===== config.mk =====
export PLATFORM = sky130hd
export DESIGN_NAME = named_store_directory
export DESIGN_NICKNAME = d
export VERILOG_FILES = /design/src/nsd_pkg.sv /design/src/nsd_ctrl.sv /design/src/nsd_dpath.sv /design/src/named_store_directory.sv
export SDC_FILE = /design/constraint.sdc
export NUM_CORES = 2
export LEC_CHECK = 0
export ABC_AREA = 1
export BUFFER_PORTS_ARGS = -buffer_cell sky130_fd_sc_hd__buf_2
export CAP_MARGIN = 10
export CORE_MARGIN = 8
export CORE_UTILIZATION = 40
export DETAILED_ROUTE_END_ITERATION = 7
export PLACE_DENSITY_LB_ADDON = 0.3
export SETUP_SLACK_MARGIN = 0.1
export SLEW_MARGIN = 10
export SYNTH_ARGS = -nofsm -noshare
export SYNTH_HDL_FRONTEND = slang
export SYNTH_SLANG_ARGS = --single-unit

===== constraint.sdc =====
create_clock -name clock -period 14.1 [get_ports clock]
set_input_delay 2.115 -clock clock [delete_from_list [all_inputs] [get_ports clock]]
set_output_delay 2.115 -clock clock [all_outputs]
set_load 0.005 [all_outputs]

===== src/nsd_pkg.sv =====
// Shared constants, request/status codes, control structs and name helpers
// for the named store directory. No dependencies.
package nsd_pkg;

   localparam int ENTRIES     = 16;
   localparam int IDX_W       = $clog2(ENTRIES);
   localparam int NAME_CHARS  = 8;
   localparam int KEY_W       = 64;
   localparam int STORE_BYTES = 4096;
   localparam int ADDR_W      = 12;
   localparam int SIZE_W      = 13;
   localparam int SEL_W       = 8;
   localparam int CNT_W       = 5;
   localparam int SUM_W       = 15;

   localparam logic [2:0] OP_GET      = 3'd0;
   localparam logic [2:0] OP_SET      = 3'd1;
   localparam logic [2:0] OP_DEL_VAR  = 3'd2;
   localparam logic [2:0] OP_DEL_APP  = 3'd3;
   localparam logic [2:0] OP_ERASE    = 3'd4;
   localparam logic [2:0] OP_ENUM     = 3'd5;

   localparam logic [2:0] ST_OK        = 3'd0;
   localparam logic [2:0] ST_BOGUS     = 3'd1;
   localparam logic [2:0] ST_TOO_LARGE = 3'd2;
   localparam logic [2:0] ST_NO_SPACE  = 3'd3;
   localparam logic [2:0] ST_NO_ENTRY  = 3'd4;
   localparam logic [2:0] ST_NOT_FOUND = 3'd5;
   localparam logic [2:0] ST_RANGE     = 3'd6;

   typedef struct packed {
      logic             load;
      logic [IDX_W-1:0] idx;
      logic             find_step;
      logic             fit_init;
      logic             fit_step;
      logic             del_step;
      logic             write_new;
      logic             erase;
      logic             finish;
   } cmd_type;

   typedef struct packed {
      logic [2:0] op;
      logic       hit;
      logic       need_zero;
      logic       no_space;
      logic       moved;
      logic       free_found;
   } stat_type;

   function automatic logic [7:0] to_lower(input logic [7:0] x);
      to_lower = (x >= 8'h41 && x <= 8'h5A) ? x + 8'd32 : x;
   endfunction

   function automatic logic names_match(input logic [KEY_W-1:0] a,
                                        input logic [KEY_W-1:0] b);
      logic       ok;
      logic       stop;
      logic [7:0] x;
      logic [7:0] y;
      ok   = 1'b1;
      stop = 1'b0;
      for (int c = 0; c < NAME_CHARS; c++) begin
         x = to_lower(a[8*c +: 8]);
         y = to_lower(b[8*c +: 8]);
         if (!stop) begin
            if (x != y) begin
               ok   = 1'b0;
               stop = 1'b1;
            end else if (x == 8'd0) begin
               stop = 1'b1;
            end
         end
      end
      names_match = ok;
   endfunction

   function automatic logic [KEY_W-1:0] trim_name(input logic [KEY_W-1:0] a);
      logic [KEY_W-1:0] r;
      logic             stop;
      r    = '0;
      stop = 1'b0;
      for (int c = 0; c < NAME_CHARS; c++) begin
         if (a[8*c +: 8] == 8'd0) stop = 1'b1;
         if (!stop) r[8*c +: 8] = a[8*c +: 8];
      end
      trim_name = r;
   endfunction

endpackage


===== src/nsd_ctrl.sv =====
// Controller state machine for the named store directory: sequences the
// entry scans and first-fit passes. Depends on nsd_pkg.
module nsd_ctrl (
   input  logic                clock,
   input  logic                reset,
   input  logic                start,
   input  logic [nsd_pkg::SEL_W-1:0] req_entry_select,
   input  nsd_pkg::stat_type   stat,
   output nsd_pkg::cmd_type    cmd,
   output logic                busy,
   output logic                rsp_strobe
);
   import nsd_pkg::*;

   typedef enum logic [2:0] {
      S_IDLE, S_DISPATCH, S_FIND, S_FIND_DONE, S_FIT, S_FIT_END, S_DEL, S_FINISH
   } state_type;

   state_type        state_ff, state_in;
   logic [IDX_W-1:0] idx_ff, idx_in;
   logic             busy_ff, strobe_ff;
   logic             last;

   assign last = (idx_ff == IDX_W'(ENTRIES - 1));

   always_comb begin
      state_in = state_ff;
      idx_in   = idx_ff;
      cmd      = '0;
      cmd.idx  = idx_ff;
      case (state_ff)
         S_IDLE: begin
            if (start) begin
               cmd.load = 1'b1;
               idx_in   = req_entry_select[IDX_W-1:0];
               state_in = S_DISPATCH;
            end
         end
         S_DISPATCH: begin
            if (stat.op == OP_GET || stat.op == OP_SET) begin
               idx_in   = '0;
               state_in = S_FIND;
            end else if (stat.op == OP_DEL_VAR || stat.op == OP_DEL_APP) begin
               idx_in   = '0;
               state_in = S_DEL;
            end else begin
               cmd.erase = (stat.op == OP_ERASE);
               state_in  = S_FINISH;
            end
         end
         S_FIND: begin
            cmd.find_step = 1'b1;
            idx_in        = idx_ff + 1'b1;
            if (last) state_in = S_FIND_DONE;
         end
         S_FIND_DONE: begin
            if (stat.hit || stat.op == OP_GET || stat.need_zero) begin
               state_in = S_FINISH;
            end else begin
               cmd.fit_init = 1'b1;
               idx_in       = '0;
               state_in     = S_FIT;
            end
         end
         S_FIT: begin
            cmd.fit_step = 1'b1;
            idx_in       = idx_ff + 1'b1;
            if (last) state_in = S_FIT_END;
         end
         S_FIT_END: begin
            if (stat.no_space) begin
               state_in = S_FINISH;
            end else if (stat.moved) begin
               cmd.fit_init = 1'b1;
               idx_in       = '0;
               state_in     = S_FIT;
            end else begin
               cmd.write_new = stat.free_found;
               state_in      = S_FINISH;
            end
         end
         S_DEL: begin
            cmd.del_step = 1'b1;
            idx_in       = idx_ff + 1'b1;
            if (last) state_in = S_FINISH;
         end
         S_FINISH: begin
            cmd.finish = 1'b1;
            state_in   = S_IDLE;
         end
         default: state_in = S_IDLE;
      endcase
   end

   always_ff @(posedge clock) begin
      if (reset) begin
         state_ff  <= S_IDLE;
         idx_ff    <= '0;
         busy_ff   <= 1'b0;
         strobe_ff <= 1'b0;
      end else begin
         state_ff  <= state_in;
         idx_ff    <= idx_in;
         busy_ff   <= (state_in != S_IDLE);
         strobe_ff <= (state_ff == S_FINISH);
      end
   end

   assign busy       = busy_ff;
   assign rsp_strobe = strobe_ff;

`ifndef SYNTH
   a_strobe_idle: assert property (@(posedge clock) disable iff (reset)
      rsp_strobe |-> !busy) else $error("result while busy");
   a_strobe_single: assert property (@(posedge clock) disable iff (reset)
      rsp_strobe |=> !rsp_strobe) else $error("repeated result");
   a_start_busy: assert property (@(posedge clock) disable iff (reset)
      (start && !busy) |=> busy) else $error("request not taken");
`endif

endmodule


===== src/nsd_dpath.sv =====
// Datapath of the named store directory: entry table, name match, first-fit
// search and result formation. Depends on nsd_pkg.
module nsd_dpath (
   input  logic                       clock,
   input  logic                       reset,
   input  nsd_pkg::cmd_type           cmd,
   output nsd_pkg::stat_type          stat,
   input  logic [2:0]                 req_opcode,
   input  logic [nsd_pkg::KEY_W-1:0]  req_app_key,
   input  logic [nsd_pkg::KEY_W-1:0]  req_var_key,
   input  logic [nsd_pkg::SIZE_W-1:0] req_write_len,
   input  logic [nsd_pkg::SIZE_W-1:0] req_write_skip,
   input  logic [nsd_pkg::SEL_W-1:0]  req_entry_select,
   output logic [2:0]                 rsp_status,
   output logic [nsd_pkg::ADDR_W-1:0] rsp_byte_address,
   output logic [nsd_pkg::SIZE_W-1:0] rsp_length,
   output logic [nsd_pkg::CNT_W-1:0]  rsp_deleted_count,
   output logic [nsd_pkg::IDX_W-1:0]  rsp_entry_number,
   output logic [nsd_pkg::KEY_W-1:0]  rsp_app_key_out,
   output logic [nsd_pkg::KEY_W-1:0]  rsp_var_key_out
);
   import nsd_pkg::*;

   logic [KEY_W-1:0]  app_mem  [ENTRIES];
   logic [KEY_W-1:0]  var_mem  [ENTRIES];
   logic [ADDR_W-1:0] base_mem [ENTRIES];
   logic [SIZE_W-1:0] size_mem [ENTRIES];

   logic [2:0]        op_ff;
   logic [KEY_W-1:0]  app_ff, var_ff;
   logic [SIZE_W-1:0] len_ff, skip_ff;
   logic [SEL_W-1:0]  sel_ff;
   logic              hit_ff, free_found_ff, moved_ff;
   logic [IDX_W-1:0]  hit_idx_ff, free_idx_ff;
   logic [ADDR_W-1:0] hit_base_ff;
   logic [SIZE_W-1:0] hit_size_ff;
   logic [SIZE_W:0]   cand_ff;
   logic [CNT_W-1:0]  dels_ff;

   logic [2:0]        status_in;
   logic [ADDR_W-1:0] addr_in;
   logic [SIZE_W-1:0] length_in;
   logic [IDX_W-1:0]  ent_in;
   logic [KEY_W-1:0]  app_out_in, var_out_in;

   logic [KEY_W-1:0]  rd_app, rd_var;
   logic [ADDR_W-1:0] rd_base;
   logic [SIZE_W-1:0] rd_size;
   logic              rd_used, app_hit, var_hit;
   logic [SIZE_W:0]   need, rd_end;
   logic [SUM_W-1:0]  cand_top;
   logic [SIZE_W:0]   hit_end, hit_skip_end;

   assign rd_app   = app_mem[cmd.idx];
   assign rd_var   = var_mem[cmd.idx];
   assign rd_base  = base_mem[cmd.idx];
   assign rd_size  = size_mem[cmd.idx];
   assign rd_used  = (rd_size != '0);
   assign app_hit  = names_match(rd_app, app_ff);
   assign var_hit  = names_match(rd_var, var_ff);
   assign need     = {1'b0, len_ff} + {1'b0, skip_ff};
   assign rd_end   = {2'b0, rd_base} + {1'b0, rd_size};
   assign cand_top = {1'b0, cand_ff} + {1'b0, need};
   assign hit_end      = {2'b0, hit_base_ff} + {1'b0, hit_size_ff};
   assign hit_skip_end = {2'b0, hit_base_ff} + {1'b0, skip_ff};

   assign stat.op         = op_ff;
   assign stat.hit        = hit_ff;
   assign stat.need_zero  = (need == '0);
   assign stat.no_space   = (cand_top > SUM_W'(STORE_BYTES));
   assign stat.moved      = moved_ff;
   assign stat.free_found = free_found_ff;

   always_ff @(posedge clock) begin
      if (reset) begin
         for (int i = 0; i < ENTRIES; i++) begin
            app_mem[i]  <= '0;
            var_mem[i]  <= '0;
            base_mem[i] <= '0;
            size_mem[i] <= '0;
         end
      end else if (cmd.erase) begin
         for (int i = 0; i < ENTRIES; i++) begin
            app_mem[i]  <= '0;
            var_mem[i]  <= '0;
            base_mem[i] <= '0;
            size_mem[i] <= '0;
         end
      end else if (cmd.write_new) begin
         app_mem[free_idx_ff]  <= trim_name(app_ff);
         var_mem[free_idx_ff]  <= trim_name(var_ff);
         base_mem[free_idx_ff] <= cand_ff[ADDR_W-1:0];
         size_mem[free_idx_ff] <= need[SIZE_W-1:0];
      end else if (cmd.del_step && rd_used && app_hit
                   && (op_ff == OP_DEL_APP || var_hit)) begin
         size_mem[cmd.idx] <= '0;
      end
   end

   always_ff @(posedge clock) begin
      if (cmd.load) begin
         op_ff         <= req_opcode;
         app_ff        <= req_app_key;
         var_ff        <= req_var_key;
         len_ff        <= req_write_len;
         skip_ff       <= req_write_skip;
         sel_ff        <= req_entry_select;
         hit_ff        <= 1'b0;
         free_found_ff <= 1'b0;
         dels_ff       <= '0;
         cand_ff       <= '0;
      end
      if (cmd.find_step) begin
         if (rd_used && app_hit && var_hit && !hit_ff) begin
            hit_ff      <= 1'b1;
            hit_idx_ff  <= cmd.idx;
            hit_base_ff <= rd_base;
            hit_size_ff <= rd_size;
         end
         if (!rd_used && !free_found_ff) begin
            free_found_ff <= 1'b1;
            free_idx_ff   <= cmd.idx;
         end
      end
      if (cmd.fit_init) moved_ff <= 1'b0;
      if (cmd.fit_step && rd_used && ({3'b0, rd_base} < cand_top)
          && (cand_ff < rd_end)) begin
         cand_ff  <= rd_end;
         moved_ff <= 1'b1;
      end
      if (cmd.del_step && rd_used && app_hit && (op_ff == OP_DEL_APP || var_hit))
         dels_ff <= dels_ff + 1'b1;
      if (cmd.finish) begin
         rsp_status        <= status_in;
         rsp_byte_address  <= addr_in;
         rsp_length        <= length_in;
         rsp_deleted_count <= dels_ff;
         rsp_entry_number  <= ent_in;
         rsp_app_key_out   <= app_out_in;
         rsp_var_key_out   <= var_out_in;
      end
   end

   always_comb begin
      status_in  = ST_OK;
      addr_in    = '0;
      length_in  = '0;
      ent_in     = '0;
      app_out_in = '0;
      var_out_in = '0;
      case (op_ff)
         OP_GET, OP_SET: begin
            if (hit_ff) begin
               ent_in = hit_idx_ff;
               if (hit_end > (SIZE_W+1)'(STORE_BYTES) || (op_ff == OP_SET
                   && hit_skip_end > (SIZE_W+1)'(STORE_BYTES))) begin
                  status_in = ST_BOGUS;
               end else if (op_ff == OP_GET) begin
                  addr_in   = hit_base_ff;
                  length_in = hit_size_ff;
               end else if (len_ff > hit_size_ff) begin
                  status_in = ST_TOO_LARGE;
               end else begin
                  addr_in   = hit_skip_end[ADDR_W-1:0];
                  length_in = len_ff;
               end
            end else if (op_ff == OP_GET) begin
               status_in = ST_NOT_FOUND;
            end else if (stat.need_zero) begin
               status_in = ST_NO_ENTRY;
            end else if (stat.no_space) begin
               status_in = ST_NO_SPACE;
            end else if (!free_found_ff) begin
               status_in = ST_NO_ENTRY;
            end else begin
               addr_in   = cand_ff[ADDR_W-1:0] + skip_ff[ADDR_W-1:0];
               length_in = len_ff;
               ent_in    = free_idx_ff;
            end
         end
         OP_DEL_VAR, OP_DEL_APP: begin
            if (dels_ff == '0) status_in = ST_NOT_FOUND;
         end
         OP_ERASE: status_in = ST_OK;
         OP_ENUM: begin
            if (sel_ff >= SEL_W'(ENTRIES)) begin
               status_in = ST_RANGE;
            end else begin
               app_out_in = rd_app;
               var_out_in = rd_var;
               length_in  = rd_size;
               ent_in     = sel_ff[IDX_W-1:0];
            end
         end
         default: status_in = ST_RANGE;
      endcase
   end

endmodule


===== src/named_store_directory.sv =====
// Top level of the named store directory: joins controller and datapath.
// Depends on nsd_pkg, nsd_ctrl and nsd_dpath.
//
// Use: drive the req_ fields and raise start while busy is low; the request
// is taken at that edge and busy rises. One result per request is registered
// onto the rsp_ ports, with rsp_strobe high for exactly one cycle; busy is low
// in that cycle, so a new request may be taken at the same edge.
// From the edge that takes the request to the edge that takes the result:
// enumerate, erase and unknown codes go from dispatch straight to finish;
// both deletes add one table scan; get, set of an existing name and set of
// zero bytes add a find scan and its check; set of a new name also adds one
// first-fit pass per placement candidate tried (at most one more than the
// entry count), each pass stepping through all 16 entries one per cycle over
// the single table read port. Reset clears the whole table (all entries free)
// and the controller. The receiver cannot stall; rsp_ values stay until replaced.
module named_store_directory (
   input  logic                       clock,
   input  logic                       reset,
   input  logic                       start,
   output logic                       busy,
   input  logic [2:0]                 req_opcode,
   input  logic [nsd_pkg::KEY_W-1:0]  req_app_key,
   input  logic [nsd_pkg::KEY_W-1:0]  req_var_key,
   input  logic [nsd_pkg::SIZE_W-1:0] req_write_len,
   input  logic [nsd_pkg::SIZE_W-1:0] req_write_skip,
   input  logic [nsd_pkg::SEL_W-1:0]  req_entry_select,
   output logic                       rsp_strobe,
   output logic [2:0]                 rsp_status,
   output logic [nsd_pkg::ADDR_W-1:0] rsp_byte_address,
   output logic [nsd_pkg::SIZE_W-1:0] rsp_length,
   output logic [nsd_pkg::CNT_W-1:0]  rsp_deleted_count,
   output logic [nsd_pkg::IDX_W-1:0]  rsp_entry_number,
   output logic [nsd_pkg::KEY_W-1:0]  rsp_app_key_out,
   output logic [nsd_pkg::KEY_W-1:0]  rsp_var_key_out
);
   import nsd_pkg::*;

   cmd_type  cmd;
   stat_type stat;

   nsd_ctrl u_ctrl (
      .clock            (clock),
      .reset            (reset),
      .start            (start),
      .req_entry_select (req_entry_select),
      .stat             (stat),
      .cmd              (cmd),
      .busy             (busy),
      .rsp_strobe       (rsp_strobe)
   );

   nsd_dpath u_dpath (
      .clock             (clock),
      .reset             (reset),
      .cmd               (cmd),
      .stat              (stat),
      .req_opcode        (req_opcode),
      .req_app_key       (req_app_key),
      .req_var_key       (req_var_key),
      .req_write_len     (req_write_len),
      .req_write_skip    (req_write_skip),
      .req_entry_select  (req_entry_select),
      .rsp_status        (rsp_status),
      .rsp_byte_address  (rsp_byte_address),
      .rsp_length        (rsp_length),
      .rsp_deleted_count (rsp_deleted_count),
      .rsp_entry_number  (rsp_entry_number),
      .rsp_app_key_out   (rsp_app_key_out),
      .rsp_var_key_out   (rsp_var_key_out)
   );

endmodule

# Word-level counts from Yosys, hierarchy flattened
# Memory sizes are Yosys's and may differ from the RTL's. A register that Yosys moved wholly into a read port is not among the register bits.
# Cells that the tools add are included.
[totals] output_inout_bits=167 mem_bits_rw=2448 inputBits=168 n_memories=4 regBits=394
[op_classes] n_bitwise=65 n_mux=410 n_eq_ne=34 n_reduce_logical=103 n_addsub=40 order_cmp=71
[mem_list] memory="u_dpath.app_mem" depth=16 word_bits=64 rd=1 rd_ports_with_merged_regs=1 wr=16 line="nsd_dpath.sv:24" source="logic [KEY_W-1:0] app_mem [ENTRIES];"
[mem_list] memory="u_dpath.var_mem" depth=16 word_bits=64 rd=1 rd_ports_with_merged_regs=1 wr=16 line="nsd_dpath.sv:25" source="logic [KEY_W-1:0] var_mem [ENTRIES];"
[mem_list] memory="u_dpath.size_mem" depth=16 word_bits=13 rd=1 rd_ports_with_merged_regs=1 wr=16 line="nsd_dpath.sv:27" source="logic [SIZE_W-1:0] size_mem [ENTRIES];"
[mem_list] memory="u_dpath.base_mem" depth=16 word_bits=12 rd=1 rd_ports_with_merged_regs=1 wr=16 line="nsd_dpath.sv:26" source="logic [ADDR_W-1:0] base_mem [ENTRIES];"
[op_table] op="$mux W64" count=34
[op_table] op="$mux W8" count=96
[op_table] op="$mux W13" count=27
[op_table] op="$mux W12" count=25
[op_table] op="$add A8 B6 Y8 const B" count=32
[op_table] op="$ge A8 B7 Y1 const B" count=32
[op_table] op="$le A8 B7 Y1 const B" count=32
[op_table] op="$logic_not A8 Y1" count=30
[op_table] op="$mux W1" count=175
[op_table] op="$ne A8 B8 Y1" count=16
[op_table] op="$reduce_or A64 Y1" count=2
[op_table] op="$mux W4" count=25
[op_table] op="$or A1 B1 Y1" count=64
[op_table] op="$logic_and A1 B1 Y1" count=43
[op_table] op="$add A12 B13 Y14" count=3
[op_table] op="$mux W3" count=14
[op_table] op="$gt A14 B13 Y1 const B" count=2
[op_table] op="$mux W14" count=2
[op_table] op="$pmux W13 S2" count=1
[op_table] op="$reduce_or A13 Y1" count=2
[op_table] op="$pmux W3 S8" count=1
[op_table] op="$pmux W4 S5" count=1
[op_table] op="$eq A3 B3 Y1 const B" count=6
[op_table] op="$add A14 B14 Y15" count=1
[op_table] op="35 further kinds" count=57

# Logic depth before layout (Yosys ltp)
[depth] ltp_word=41 depth_mapped=36

# Hierarchy
# From an unflattened synthesis, not the netlist that was laid out.
[hier_totals] hier_cells=12820 area_unflattened_um2=132417.0
[modules_own_cells] module="nsd_dpath" seq_area_each_um2=85041.6 n_inst=1 cells_per_inst=12724 area_each_um2=131821.4
[modules_own_cells] module="nsd_ctrl" seq_area_each_um2=180.2 n_inst=1 cells_per_inst=96 area_each_um2=595.6

# Worst setup path after synthesis
# OpenSTA, ideal clock, no wires.
[synth_timing] path_type="input to register" startpoint="input start" endpoint="register u_dpath.cand_ff[0], enable pin" arrival_time_ns=10.124 path_stages=4 setup_ns=0.374 slack_ns=3.602 cell_sequence="inv_1 -> nor2_1 -> inv_1 -> nand2_1"
[synth_rtl] element="from (decl)" line="named_store_directory.sv:19" source="input logic start,"
[synth_rtl] element="to (signal assigned)" line="nsd_dpath.sv:128" source="cand_ff <= rd_end;"
[synth_rtl] element="to (decl)" line="nsd_dpath.sv:37" source="logic [SIZE_W:0] cand_ff;"

==> out/metrics.csv <==
stage,metric,value,unit
timing,finalCritPeriodShare,0.6764,
routing,ant_nets,0,
routing,post-route-drc-count,0,
synth,synth.distinct_cells,60,
synth,synth_top_area_share,0.6421,
synth,yosys.area.top_type,edfxtp_1,
critical_path,path_max_fanout,183,
routing,routedWlPerCell,25.52,um
die,chipWidth,591.2,um
synth,synth_area_per_cell,10.24,um2
die,dieArea,349500,um2
timing,max_freq,104.8,MHz
critical_path,crit_top_cell,nand2_1,
cts,cts.htree.levels,5,
flow_run,maxCapViolCount,0,
synth,synth_fa_ha_area_frac,0.01471,
synth,synth_flop_cell,edfxtp_1,
cts,cts_root_buffer,clkbuf_16,
placement,port_buffers,334,
cts,clk_pin_slew,0.06,ns
timing,worstMarginPinSlew,1.306,ns
synth,seq_area_frac_synth,0.6446,
placement,placed_cells,16800,
synth,syn_nets,13240,
timing,setup_tns,0,ns
status,status,completed,
routing,drt_wl_total,443.7,mm
critical_path,worst-path-buf-inv,5,
synth,synth_edf_count,2830,
critical_path,cp_slowest_cell,buf_4,
critical_path,worstSetupPathType,reg -> reg,
cts,cts_buffer_depth,4,
finish,layout-drive-gt1-share,0.08998,
critical_path,crit_family,simple AND/OR/NAND/NOR gates,
finish,final_cells,17390,
synth,synth_common_cells,"3663 x nor2_1, 2830 x edfxtp_1, 1626 x nand2_1, 1037 x o21ai_0, 702 x nand3_1",
synth,synthSimpleGateAreaFrac,0.1980,
synth,synth.area.mux_share,0.0003782,
routing,vias_per_cell,5.716,
synth,synthTopCellsByArea,"edfxtp_1 64%, nor2_1 10%, nand2_1 4.6%",
timing,hold_violations,0,
synth,synth-async-reset-ratio,0,
power_and_ir_drop,peakVddDrop,247.5,uV
cts,cts.repair.resized,0,
finish,area_growth,10.76,%
global_routing,grt_usage,0.2438,
cts,cts_setup_buffers,0,
critical_path,endpoint_kind,flop,
cts,numClockSinks,2846,
synth,syn_inst,12920,
cts,clk_latency,0.93,ns
global_routing,grt_first_pass_wirelength,642.7,mm
synth,synth-seq-cells,2846,
timing,slew_headroom,0.1291,
routing,first_pass_iters,7,
worst_hold_path,hold_path.class,reg -> reg,
finish,nets,13080,
timing,setup_viol_count_final,0,
critical_path,cp.arrival,10.05,ns
die,core,329700,um2
synth,yosysMostFrequentCell,nor2_1,
timing,period_needed,9.538,ns
global_routing,grt_max_degree,207,
die,ios,335,
timing,skew,0.03733,ns
global_routing,antenna_found_initial,10,
placement,dp_hpwl,233.0,mm
power_and_ir_drop,power_density,192.8,nW/um2
cts,cts_tree,built,
timing,report.final.slew_viol_count,0,
timing,rsz0062_at_grt,no,
synth,synthXorXnorAreaFrac,0.007677,
cts,cts_hold_buffers,0,
global_routing,grt_overflow,0,
routing,vias,99380,
synth,yosysWarnings,0,
global_routing,grt_pass1_vias,94820,
critical_path,startpoint_type,flop,
synth,synth_top_family_by_area,simple AND/OR/NAND/NOR gates,
critical_path,cp.required,14.62,ns
synth,syn_area,132300,um2
power_and_ir_drop,power.leakage,55.97,nW
critical_path,slowest_delay,0.91,ns
cts,cts_buffers,321,
die,start_util,0.4014,
synth,synth_compound_area_frac,0.08258,
routing,drtIter0Drc,12470,
die,rows,211,
placement,gp_congestion,0.8884,
die,die_h,591.2,um
==> path summary, 6_finish.rpt <==
check                                   startpoint                                     end  slack (ns)  cells past startpoint
setup / recovery                              flop   u_dpath.size_mem[9][10]$_SDFFCE_PN0P_        4.56                     27
hold / removal    u_dpath.dels_ff[4]$_SDFFCE_PN0P_  u_dpath.rsp_deleted_count[4]$_DFFE_PP_        0.50                      0
setup reg to reg                              flop   u_dpath.size_mem[9][10]$_SDFFCE_PN0P_        4.56                     27
hold reg to reg   u_dpath.dels_ff[4]$_SDFFCE_PN0P_  u_dpath.rsp_deleted_count[4]$_DFFE_PP_        0.50                      0
==> power by group <==
group	switching, mW	total, mW	internal [mW]
registers	0.484	10.6	10.1
logic	6.94	9.41	2.47
clock network	3.53	8.26	4.74
==> placed cells by master (no fill, tap or decap), types with 64 or more instances in the layout <==
master and n:
buf_2 334, o21ai_0 1022, clkinv_1 73, o221ai_1 105
nand2_1 1589, inv_1 479, xor2_1 84, o21ai_1 98
edfxtp_1 2830, nor3_1 161, nor2_1 3659, clkbuf_16 328
ha_1 146, nand3_1 698, a21oi_1 178, buf_4 147
clkbuf_1 64, o22ai_1 231, o211ai_1 169, nor3_2 97
==> logic make-up after synthesis <==
| logic type | after synthesis |
|---|---|
| compound gates | 1902 |
| fa+ha+maj | 152 |
| mux | 5 |
| buf+inv | 1489 |
| flops | 2846 |
| xor+xnor | 116 |
| simple gates | 6410 |
==> sequential cells by signal, indices dropped and copies added (netlist names), 4 cells and up, named ones only <==
register / cells
u_dpath.rsp_app_key_out: 64
u_dpath.dels_ff: 5
u_ctrl.idx_ff: 4
u_dpath.free_idx_ff: 4
u_dpath.hit_base_ff: 12
u_dpath.rsp_byte_address: 12
u_dpath.skip_ff: 13
u_dpath.var_ff: 64
u_dpath.app_ff: 64
u_dpath.base_mem: 192
u_dpath.rsp_entry_number: 4
u_dpath.rsp_length: 13
u_dpath.hit_idx_ff: 4
u_dpath.cand_ff: 14
u_dpath.app_mem: 1024
u_dpath.var_mem: 1024
u_dpath.hit_size_ff: 13
u_dpath.rsp_deleted_count: 5
u_dpath.rsp_var_key_out: 64
u_dpath.size_mem: 208
u_dpath.len_ff: 13
u_dpath.sel_ff: 8
==> final cells by class <==
| type | instances | area [um2] |
|---|---|---|
| inverter | 505 | 1926 |
| timing repair buffer | 502 | 3196 |
| multi-input combinational | 8585 | 40490 |
| clock buffer | 392 | 8448 |
| sequential | 2846 | 85320 |
| fill | 30760 | 183200 |
| antenna | 7 | 17.52 |
| tap | 4366 | 5463 |
| clock inverter | 184 | 1717 |
==> metrics by stage <==
step | util | total power [mW] | hold slack, ns | setup slack [ns] | instance area [um2]
after floorplan | - | 17.22 | 0.4481 | 3.602 | 132300
after global placement | 0.4136 | 19.95 | 0.4910 | 4.701 | 136400
after detailed placement | 0.4136 | 20.01 | 0.4846 | 4.630 | 136400
after CTS | 0.4444 | 28.23 | 0.4968 | 4.590 | 146500
after global routing | 0.4445 | 29.63 | 0.5248 | 4.032 | 146600
final | 0.4445 | 28.26 | 0.5034 | 4.562 | 146600
==> routing by layer <==
layer / up-vias / wire [um] / track usage
li1: 44200 / - / -
met1: 48900 / 173300 / 0.3236
met2: 5282 / 207900 / 0.3999
met3: 984 / 41600 / 0.03555
met4: 12 / 20830 / 0.1049
met5: - / 80 / 0
No activity file was read; power rests on OpenSTA's default activity.
